--- src/hw/rtl/cprt_pkg.sv ---
`timescale 1ns / 1ps

package cprt_pkg;

	localparam int COUNT_BITS = 16;
	// counter is zero-extended to this width for byte access
	localparam int WIDE_BITS = 32;
	localparam int PHASE_W = 10;
	localparam int CTS_W = 11;
	// longest wait: largest period plus the start delay
	localparam logic [CTS_W-1:0] CTS_MAX = 11'd1026;
	localparam logic [CTS_W-1:0] START_DELAY = 11'd2;

	localparam logic [1:0] OP_TICK  = 2'd0;
	localparam logic [1:0] OP_READ  = 2'd1;
	localparam logic [1:0] OP_WRITE = 2'd2;

	localparam logic [1:0] SEL_LOW  = 2'd0;
	localparam logic [1:0] SEL_HIGH = 2'd1;
	localparam logic [1:0] SEL_CTRL = 2'd2;

	localparam logic [1:0] PS_DIV1    = 2'd0;
	localparam logic [1:0] PS_DIV64   = 2'd1;
	localparam logic [1:0] PS_DIV256  = 2'd2;
	localparam logic [1:0] PS_DIV1024 = 2'd3;

	typedef struct packed {
		logic [1:0] op;
		logic [1:0] reg_sel;
		logic [7:0] wdata;
		logic       chain_in;
	} in_item_t;

	typedef struct packed {
		logic [7:0] rdata;
		logic       overflow_out;
		logic       irq;
	} out_item_t;

	function automatic logic [CTS_W-1:0] prescale_period(input logic [1:0] ps);
		logic [CTS_W-1:0] p;
		case (ps)
			PS_DIV1:    p = 11'd1;
			PS_DIV64:   p = 11'd64;
			PS_DIV256:  p = 11'd256;
			PS_DIV1024: p = 11'd1024;
			default:    p = 11'd1;
		endcase
		return p;
	endfunction

	function automatic logic [PHASE_W-1:0] prescale_mask(input logic [1:0] ps);
		logic [PHASE_W-1:0] m;
		case (ps)
			PS_DIV1:    m = 10'h000;
			PS_DIV64:   m = 10'h03F;
			PS_DIV256:  m = 10'h0FF;
			PS_DIV1024: m = 10'h3FF;
			default:    m = 10'h000;
		endcase
		return m;
	endfunction

endpackage

--- src/hw/rtl/cprt_core.sv ---
`timescale 1ns / 1ps

module cprt_core (
	input  logic                 clk,
	input  logic                 arst_n,
	input  logic                 fire,
	input  cprt_pkg::in_item_t   item,
	input  logic [1:0]           timer_index,
	output cprt_pkg::out_item_t  result
);

	localparam int CNT_W = cprt_pkg::COUNT_BITS;

	logic [CNT_W-1:0]             count_q, count_d;
	logic [CNT_W-1:0]             reload_q, reload_d;
	logic                         run_q, run_d;
	logic                         irq_en_q, irq_en_d;
	logic                         casc_q, casc_d;
	logic [1:0]                   ps_q, ps_d;
	logic [cprt_pkg::CTS_W-1:0]   cts_q, cts_d;
	logic [cprt_pkg::PHASE_W-1:0] phase_q, phase_d;

	logic [CNT_W-1:0]               count_inc;
	logic [CNT_W-1:0]               count_bumped;
	logic                           wrap;
	logic                           wrapped;
	logic [cprt_pkg::WIDE_BITS-1:0] count_wide;
	logic [cprt_pkg::WIDE_BITS-1:0] reload_wide;
	logic [7:0]                     rdata;

	assign count_inc    = count_q + CNT_W'(1);
	assign wrap         = (count_inc == '0);
	assign count_bumped = wrap ? reload_q : count_inc;
	assign count_wide   = cprt_pkg::WIDE_BITS'(count_q);

	always_comb begin
		count_d     = count_q;
		reload_d    = reload_q;
		run_d       = run_q;
		irq_en_d    = irq_en_q;
		casc_d      = casc_q;
		ps_d        = ps_q;
		cts_d       = cts_q;
		phase_d     = phase_q;
		wrapped     = 1'b0;
		rdata       = 8'h00;
		reload_wide = cprt_pkg::WIDE_BITS'(reload_q);
		case (item.op)
			cprt_pkg::OP_TICK: begin
				phase_d = phase_q + 10'd1;
				if (run_q) begin
					if (casc_q) begin
						if (item.chain_in) begin
							count_d = count_bumped;
							wrapped = wrap;
						end
					end else if (cts_q > 11'd1) begin
						cts_d = cts_q - 11'd1;
					end else begin
						cts_d   = cprt_pkg::prescale_period(ps_q);
						count_d = count_bumped;
						wrapped = wrap;
					end
				end
			end
			cprt_pkg::OP_READ: begin
				case (item.reg_sel)
					cprt_pkg::SEL_LOW:  rdata = count_wide[7:0];
					cprt_pkg::SEL_HIGH: rdata = count_wide[15:8];
					cprt_pkg::SEL_CTRL: rdata = {run_q, irq_en_q, 3'b000, casc_q, ps_q};
					default:            rdata = 8'h00;
				endcase
			end
			cprt_pkg::OP_WRITE: begin
				case (item.reg_sel)
					cprt_pkg::SEL_LOW: begin
						reload_wide[7:0] = item.wdata;
						reload_d         = reload_wide[CNT_W-1:0];
					end
					cprt_pkg::SEL_HIGH: begin
						reload_wide[15:8] = item.wdata;
						reload_d          = reload_wide[CNT_W-1:0];
					end
					cprt_pkg::SEL_CTRL: begin
						run_d    = item.wdata[7];
						irq_en_d = item.wdata[6];
						casc_d   = (timer_index != 2'd0) && item.wdata[2];
						ps_d     = item.wdata[1:0];
						if (item.wdata[7]) begin
							if (!run_q)
								count_d = reload_q;
							// align the next step to the free-running phase
							if (!casc_d) begin
								cts_d = cprt_pkg::prescale_period(ps_d)
								      - {1'b0, phase_q & cprt_pkg::prescale_mask(ps_d)}
								      + (run_q ? 11'd0 : cprt_pkg::START_DELAY);
							end
						end
					end
					default: ;
				endcase
			end
			default: ;
		endcase
	end

	always_ff @(posedge clk or negedge arst_n) begin
		if (!arst_n) begin
			count_q  <= '0;
			reload_q <= '0;
			run_q    <= 1'b0;
			irq_en_q <= 1'b0;
			casc_q   <= 1'b0;
			ps_q     <= 2'd0;
			cts_q    <= '0;
			phase_q  <= '0;
		end else if (fire) begin
			count_q  <= count_d;
			reload_q <= reload_d;
			run_q    <= run_d;
			irq_en_q <= irq_en_d;
			casc_q   <= casc_d;
			ps_q     <= ps_d;
			cts_q    <= cts_d;
			phase_q  <= phase_d;
		end
	end

	assign result.rdata        = rdata;
	assign result.overflow_out = wrapped;
	assign result.irq          = wrapped & irq_en_q;

	a_cts_bound: assert property (@(posedge clk) disable iff (!arst_n)
		cts_q <= cprt_pkg::CTS_MAX)
		else $error("step countdown out of range");

	a_read_no_side_effect: assert property (@(posedge clk) disable iff (!arst_n)
		fire && item.op == cprt_pkg::OP_READ |=> $stable(count_q) && $stable(reload_q)
			&& $stable(run_q))
		else $error("register read changed timer state");

	a_stopped_holds: assert property (@(posedge clk) disable iff (!arst_n)
		fire && !run_q && item.op == cprt_pkg::OP_TICK |=> $stable(count_q))
		else $error("stopped timer counted");

	a_overflow_on_tick: assert property (@(posedge clk) disable iff (!arst_n)
		fire && result.overflow_out |-> item.op == cprt_pkg::OP_TICK && run_q)
		else $error("overflow outside a running tick");

endmodule

--- src/hw/rtl/cascadable_prescaled_reload_timer.sv ---
`timescale 1ns / 1ps
// channel | direction | handshake            | word
// in      | input     | in_valid / in_ready   | in_data  (op, reg_sel, wdata, chain_in)
// out     | output    | out_valid / out_ready | out_data (rdata, overflow_out, irq)
// cfg     | input     | cfg_valid / cfg_ready | cfg_data (timer_index)
//
// One word per cycle sustained while out_ready is high; out_valid rises as res_s2 loads.
// The input register feeds the timer state update, which writes the output register.
// Input stalls only when both registers are full and out_ready is low.
// cfg_ready is always high; arst_n clears the timer state and both valid flags.

module cascadable_prescaled_reload_timer (
	input  logic                clk,
	input  logic                arst_n,
	input  logic                in_valid,
	output logic                in_ready,
	input  cprt_pkg::in_item_t  in_data,
	output logic                out_valid,
	input  logic                out_ready,
	output cprt_pkg::out_item_t out_data,
	input  logic                cfg_valid,
	output logic                cfg_ready,
	input  logic [1:0]          cfg_data
);

	cprt_pkg::in_item_t  item_s1;
	logic                valid_s1;
	cprt_pkg::out_item_t res_s2;
	logic                valid_s2;
	cprt_pkg::out_item_t core_res;
	logic [1:0]          timer_index_q;
	logic                advance;

	// stage 1 moves on when the output slot is free or being drained
	assign advance   = valid_s1 && (!valid_s2 || out_ready);
	assign in_ready  = !valid_s1 || advance;
	assign cfg_ready = 1'b1;

	always_ff @(posedge clk or negedge arst_n) begin
		if (!arst_n) begin
			valid_s1      <= 1'b0;
			valid_s2      <= 1'b0;
			timer_index_q <= 2'd0;
		end else begin
			if (in_ready)
				valid_s1 <= in_valid;
			if (advance)
				valid_s2 <= 1'b1;
			else if (out_ready)
				valid_s2 <= 1'b0;
			if (cfg_valid)
				timer_index_q <= cfg_data;
		end
	end

	always_ff @(posedge clk) begin
		if (in_valid && in_ready)
			item_s1 <= in_data;
		if (advance)
			res_s2 <= core_res;
	end

	cprt_core u_core (
		.clk         (clk),
		.arst_n      (arst_n),
		.fire        (advance),
		.item        (item_s1),
		.timer_index (timer_index_q),
		.result      (core_res)
	);

	assign out_valid = valid_s2;
	assign out_data  = res_s2;

endmodule

--- config.mk ---
export PLATFORM = sky130hd
export DESIGN_NAME = cascadable_prescaled_reload_timer
export DESIGN_NICKNAME = d
export VERILOG_FILES = /design/src/hw/rtl/cprt_pkg.sv /design/src/hw/rtl/cprt_core.sv /design/src/hw/rtl/cascadable_prescaled_reload_timer.sv
export SDC_FILE = /design/constraint.sdc
export NUM_CORES = 1
export LEC_CHECK = 0
export ABC_AREA = 1
export BUFFER_PORTS_ARGS = -buffer_cell sky130_fd_sc_hd__buf_4
export CELL_PAD_IN_SITES_DETAIL_PLACEMENT = 0
export CELL_PAD_IN_SITES_GLOBAL_PLACEMENT = 2
export CORE_ASPECT_RATIO = 0.7
export CORE_UTILIZATION = 36
export CTS_BUF_LIST = sky130_fd_sc_hd__clkbuf_16
export CTS_CLUSTER_DIAMETER = 150
export CTS_CLUSTER_SIZE = 14
export DETAILED_ROUTE_END_ITERATION = 12
export HOLD_SLACK_MARGIN = 0.1
export PLACE_DENSITY = 0.89
export SLEW_MARGIN = 20
export SYNTH_ARGS = -nofsm -noshare
export SYNTH_HDL_FRONTEND = slang
export SYNTH_SLANG_ARGS = --single-unit
--- constraint.sdc ---
create_clock -name clk -period 2.8 [get_ports clk]
set_clock_uncertainty 0.1 [all_clocks]
set_input_delay 0.28 -clock clk [delete_from_list [all_inputs] [get_ports clk]]
set_output_delay 0.28 -clock clk [all_outputs]
set_load 0.005 [all_outputs]
==> impl_metrics.json, run 1 <==
{
  "status": "complete, no violations",
  "synthArstFlopShare": 0.729,
  "core_um2": 12700,
  "post-place-ws_ns": 0.385,
  "ys_types": 45,
  "die_x_um": 140,
  "netlist_area_um2": 4820,
  "path_delay_family": "simple AND/OR/NAND/NOR gates",
  "grt_use_total": 0.194,
  "ys_seq_area_frac": 0.465,
  "arrival_ns": 2.61,
  "cts_hold_buf": 19,
  "final-hold-violation-count": 0,
  "finalPower_uw": 4790,
  "crit_top_cell": "nand2_1",
  "cts_tree": "done",
  "crit_required_ns": 2.94,
  "routed_wl_mm": 12.6,
  "post-cts-setup-buffer-count": 0,
  "drt_iter0_drc": 401,
  "p_per_area_nw_per_um2": 844,
  "grt_first_pass_wirelength_mm": 20.4,
  "multi_input_area_um2": 2160,
  "p_int_uw": 2870,
  "syn_inst": 611,
  "critPathMaxStageDelay_ns": 0.45,
  "num_rows": 34,
  "wl_met3_um": 763,
  "cts_sinks": 85,
  "ctsHtreeMaxLevel": 3,
  "rsz0062_at_grt": "false",
  "wl_met2_mm": 4.68,
  "total_leakage_power_uw": 0.00269,
  "grt_remaining_overflow": 0,
  "wl_per_cell_um": 15.2,
  "pwr-share-clk": 0.245,
  "area_delta_synth_final_pct": 17.9,
  "numCtsBuffers": 9,
  "end_kind": "flop",
  "cp_num_buf_inv": 0,
  "num_io_pins": 33,
  "tightestPinTransition_ns": 0.795,
  "setup_tns_ns": 0,
  "pwr-share-comb": 0.321,
  "crit_slowest_cell": "dfrtp_1",
  "dieArea_um2": 13900,
  "synth_edf_count": 23,
  "antenna_found_initial": 0,
  "cp-start-kind": "flop",
  "n_antenna_cell": 0,
  "fill_cells": 1275,
  "fin_ws_ns": 0.326,
  "post-route-period-util": 0.884,
  "clock_latency_ns": 0.35,
  "vdd_drop_max_v": 0.000366,
  "synth_fp_nets": 638,
  "antenna_left": 0,
  "setup.worst_path.class": "flop to flop",
  "drive_above_1_share": 0.126,
  "hp-class": "flop to flop",
  "crit_chain": "ha_1, nand3_2, nor2_2, nand3_1, nand2_1, nand2_1, nor2_1, nand2_1, nor2_2, nand2_4, nand2_4, nand2_1, nand3_1, nand2_1",
  "ys_seq_elements": 85,
  "p_sw_uw": 1920,
  "min_period_ns": 2.47,
  "slew_headroom": 0.470,
  "place_congestion": 0.907,
  "setup_viol_count_final": 0,
  "highest_layer": "met4",
  "grt_pass1_vias": 3837,
  "dpl.hpwl_mm": 9.51,
  "p_seq_frac": 0.434,
  "drv_slew": 0,
  "cts_buffer_depth": 2,
  "vias": 4119,
  "cap_violations": 0,
  "nNetsFinal": 689,
  "synth_flop_cell": "dfrtp_1",
  "wl_met1_mm": 7.03,
  "drt-pass1-iter-count": 5,
  "avgViaCountPerCell": 4.97,
  "grt_max_degree": 63,
  "root_buffer": "clkbuf_16",
  "fmax_mhz": 404,
  "netSwitchingFraction": 0.401,
  "cts_resized": 0,
  "die_h_um": 98.8,
  "numPortBuffers": 31,
  "crit_fanout": 19,
  "synth.avg_cell_area_um2": 7.89,
  "start_util": 0.379,
  "clk_pin_slew_ns": 0.07,
  "regArea_um2": 2240,
  "drc_errors": 0,
  "ys_warn_count": 0
}
==> path summary, 6_finish.rpt <==
path / startpoint / end / slack, ns / depth (start not counted)
setup reg to reg: u_core.count_q[0] / u_core.count_q[2] / 0.33 / 14
max in group asynchronous: arst_n / u_core.cts_q[4] / 1.61 / 2
min in group asynchronous: arst_n / u_core.reload_q[4] / 0.46 / 2
hold / removal: u_core.reload_q[13] / u_core.reload_q[13] / 0.39 / 2
setup / recovery: u_core.count_q[0] / u_core.count_q[2] / 0.33 / 14
hold reg to reg: u_core.reload_q[13] / u_core.reload_q[13] / 0.39 / 2
==> power groups by stage <==
stage / combinational (uW) / sequential (uW) / clock [uW]
finish: 1540 / 2080 / 1170
global route: 1740 / 2130 / 1250
CTS: 1540 / 2070 / 1200
detailed placement: 1500 / 2090 / 0
global placement: 1480 / 2080 / 0
floorplan: 1140 / 1940 / 0
==> tightest hold or removal path: stages, from the launching register on <==
cell,delay (ns)
dfrtp_1,0.34
nand2_1,0.05
o21ai_0,0.06
==> final cells by class <==
type,count,area share
multi-input cells,424,0.381
clock buffers,9,0.0396
clock inverters,7,0.0117
repair buffers,54,0.0797
inverters,88,0.0581
well taps,162,0.0357
flip-flops and latches,85,0.395
==> cells in the mapped netlist, types with 2 or more instances <==
master	instances	area share
xnor2_1	5	0.0091
nand4_1	5	0.0065
ha_1	6	0.016
nand3b_1	10	0.016
nand3_1	54	0.056
nor2_1	47	0.037
nand2_1	166	0.13
clkbuf_1	6	0.0047
nand3_2	2	0.0042
o221ai_1	3	0.0055
nand2_4	2	0.0047
o22ai_1	3	0.0039
a31oi_1	4	0.0052
a21oi_1	17	0.018
o21ai_1	2	0.0021
clkinv_1	2	0.0016
nor3_1	7	0.0073
o21ai_0	37	0.038
nand2_2	14	0.018
dfrtp_1	62	0.32
o21bai_1	2	0.0031
o21ai_2	2	0.0036
edfxtp_1	23	0.14
inv_1	82	0.064
xor2_1	17	0.031
o211ai_1	3	0.0047
nor2_2	4	0.0052
buf_2	4	0.0042
inv_2	4	0.0031
==> flip-flops by register name (all words and copies together), names as in the netlist <==
name and flops:
u_core.count_q 16, u_core.cts_q 11, timer_index_q 2, valid_s1 1
u_core.phase_q 10, out_valid 1, u_core.irq_en_q 1, item_s1 13
u_core.reload_q 16, u_core.run_q 1, out_data 10, u_core.casc_q 1
u_core.ps_q 2
==> kinds of logic (layout without fill, tap and decap cells) <==
kind of cell    Yosys count  in the layout  synth area share
simple gates            316            316             0.295
mux                       1              1           0.00234
buf+inv                 102            158            0.0862
compound gates           77             77            0.0908
xor+xnor                 22             22            0.0400
other cells               1              1          0.000778
flops                    85             85             0.465
fa+ha+maj                 7              7            0.0197
==> stage by stage <==
| step | hold slack, ns | util | instances | instance area [um2] |
|---|---|---|---|---|
| 2_1_floorplan | -0.116 | - | 611 | 4820 |
| 3_3_place_gp | 0.326 | 0.409 | 794 | 5200 |
| 3_5_place_dp | 0.325 | 0.409 | 794 | 5200 |
| 4_1_cts | 0.391 | 0.447 | 829 | 5680 |
| 5_1_grt | 0.409 | 0.447 | 829 | 5680 |
| 6_report | 0.385 | 0.447 | 829 | 5680 |
==> placed cells by master, fill, tap and decap left out, types with 4 or more instances in the layout <==
cell / netlist / routed
nand3b_1: 10 / 10
buf_4: 1 / 35
nand2_1: 166 / 166
dfrtp_1: 62 / 62
nand2_2: 14 / 14
xnor2_1: 5 / 5
edfxtp_1: 23 / 23
clkbuf_16: 0 / 9
a31oi_1: 4 / 4
xor2_1: 17 / 17
o21ai_0: 37 / 37
nor3_1: 7 / 7
nor2_1: 47 / 47
nand4_1: 5 / 5
nand3_1: 54 / 54
inv_1: 82 / 82
ha_1: 6 / 6
dlygate4sd3_1: 0 / 19
a21oi_1: 17 / 17
inv_2: 4 / 4
nor2_2: 4 / 4
==> layer usage <==
metal | track usage | up-vias
met4 | 0.0516 | 0
met2 | 0.248 | 124
li1 | - | 2069
met1 | 0.320 | 1912
met3 | 0.0374 | 14
met5 | 0 | -
(Power assumes the default switching activity.)
==> inputs of run 2 (changes only) <==
RECOVER_POWER = 50   (was unset)
==> impl_metrics.json, run 2 (synthesis gave the netlist of run 1 again) <==
{
  "r2r_slack_ns": 0.32,
  "status": "complete, but fails checks",
  "min_period_ns": 2.48,
  "antenna_left": 0,
  "numCtsBuffers": 9,
  "violations": "max-capacitance violations, max-slew violations",
  "setup.worst_path.class": "flop to flop",
  "start_util": 0.379,
  "globalRouteMet3Util": 0.0374,
  "met1_usage": 0.320,
  "post-route-period-util": 0.887,
  "grtUsageMet2": 0.248,
  "numPortBuffers": 31,
  "nNetsFinal": 689,
  "grt_use_total": 0.194,
  "p_per_area_nw_per_um2": 843,
  "drive_above_1_share": 0.124,
  "hp-class": "flop to flop",
  "drc_errors": 0,
  "fill_cells": 1277,
  "total_leakage_power_uw": 0.00268,
  "crit_top_cell": "nand2_1",
  "vias": 4125,
  "antenna_found_initial": 0,
  "place_congestion": 0.907,
  "path_delay_family": "simple AND/OR/NAND/NOR gates",
  "multi_input_area_um2": 2160,
  "post-cts-setup-buffer-count": 0,
  "drt_iter0_drc": 341,
  "final_cell_mix": "nand2_1, inv_1, dfrtp_1",
  "crit_chain": "ha_1, nand3_2, nor2_2, nand3_1, nand2_1, nand2_1, nor2_1, nand2_1, nor2_2, nand2_4, nand2_4, nand2_1, nand3_1, nand2_1",
  "avgViaCountPerCell": 4.98,
  "critPathMaxStageDelay_ns": 0.45,
  "startpoint": "u_core.count_q[0]",
  "slew_headroom": -0.0378,
  "drt-pass1-iter-count": 5,
  "fmax_mhz": 403,
  "end_kind": "flop",
  "cts_buffer_depth": 2,
  "worstHoldStart": "u_core.reload_q[13]",
  "rsz0062_at_grt": "false",
  "tightestPinTransition_ns": 1.56,
  "core_um2": 12700,
  "final-hold-violation-count": 0,
  "grt_remaining_overflow": 0,
  "clk_pin_slew_ns": 0.07,
  "finalPower_uw": 4790,
  "cap_violations": 1,
  "vdd_drop_max_v": 0.000366,
  "area_delta_synth_final_pct": 17.8,
  "rr_startpoint": "u_core.count_q[0]",
  "num_io_pins": 33,
  "setup_viol_count_final": 0,
  "cts_tree": "done",
  "regArea_um2": 2240,
  "dieArea_um2": 13900,
  "routed_wl_mm": 12.6,
  "grt_pass1_vias": 3837,
  "crit_fanout": 19,
  "final_common_cell": "nand2_1",
  "num_rows": 34,
  "dpl.hpwl_mm": 9.51,
  "setup_tns_ns": 0,
  "busiest_layer": "met1",
  "grt_max_degree": 63,
  "cp_num_buf_inv": 0,
  "cts_sinks": 85,
  "wl_per_cell_um": 15.2,
  "cp-start-kind": "flop",
  "crit_slowest_cell": "dfrtp_1",
  "n_antenna_cell": 0,
  "die_x_um": 140,
  "arrival_ns": 2.62,
  "drv_slew": 63,
  "grt_first_pass_wirelength_mm": 20.4,
  "die_h_um": 98.8,
  "root_buffer": "clkbuf_16",
  "ctsHtreeMaxLevel": 3,
  "crit_required_ns": 2.93,
  "largestRegisters": "u_core.count_q: 16 flops, u_core.reload_q: 16 flops, item_s1: 13 flops",
  "clock_latency_ns": 0.35
}
-- run 2: cell types whose count changed in the layout (fill, tap and decap cells not counted), sizes merged --
cell    change
clkbuf     +27
buf        -27
-- run 2: final timing paths --
path	to	cells past startpoint
worst min register to register	u_core.reload_q[13]	2
worst max-delay path	u_core.count_q[2]	14
max in group asynchronous	u_core.cts_q[4]	2
worst max register to register	u_core.count_q[2]	14
min in group asynchronous	u_core.reload_q[4]	2
worst min-delay path	u_core.reload_q[13]	2
-- run 2: timing repair --
action / CTS / global route
gates resized for setup: 0 / 0
hold buffers: 19 / 0
setup endpoints to repair: 0 / 0
hold endpoints to repair: 79 / 0
-- run 2: routing by layer --
metal / vias to the layer above / wire [um]
met5: - / 0
met4: 0 / 142
met3: 11 / 786
met2: 134 / 4720
met1: 1907 / 6980
li1: 2073 / -
-- run 2: worst register-to-register path, delay by kind of cell, from the launching register on --
| family | cells | cell delay, ns |
|---|---|---|
| DFF | 1 | 0.45 |
| and+or+nand+nor | 13 | 1.56 |
| adders and majority gates | 1 | 0.26 |
-- run 2: power by group --
group          switching, uW  total (uW)  internal [uW]
registers                427        2080           1650
logic                    944        1540            591
clock network            546        1170            623
-- run 2: metrics by stage --
step | util | cell area, um2 | instances | hold slack [ns] | worst slack, ns
floorplan | - | 4820 | 611 | -0.116 | 0.766
global placement | 0.409 | 5200 | 794 | 0.326 | 0.400
detailed placement | 0.409 | 5200 | 794 | 0.325 | 0.385
CTS | 0.447 | 5680 | 829 | 0.391 | 0.366
global route | 0.446 | 5680 | 829 | 0.409 | 0.0405
finish | 0.446 | 5680 | 829 | 0.385 | 0.317
-- run 2: area by class of cell --
class / count / area share
clock buffer: 9 / 0.0397
clock inverter: 7 / 0.0117
inverter: 88 / 0.0582
multi-input combinational: 424 / 0.381
sequential: 85 / 0.395
tap: 162 / 0.0357
timing repair buffer: 54 / 0.0787
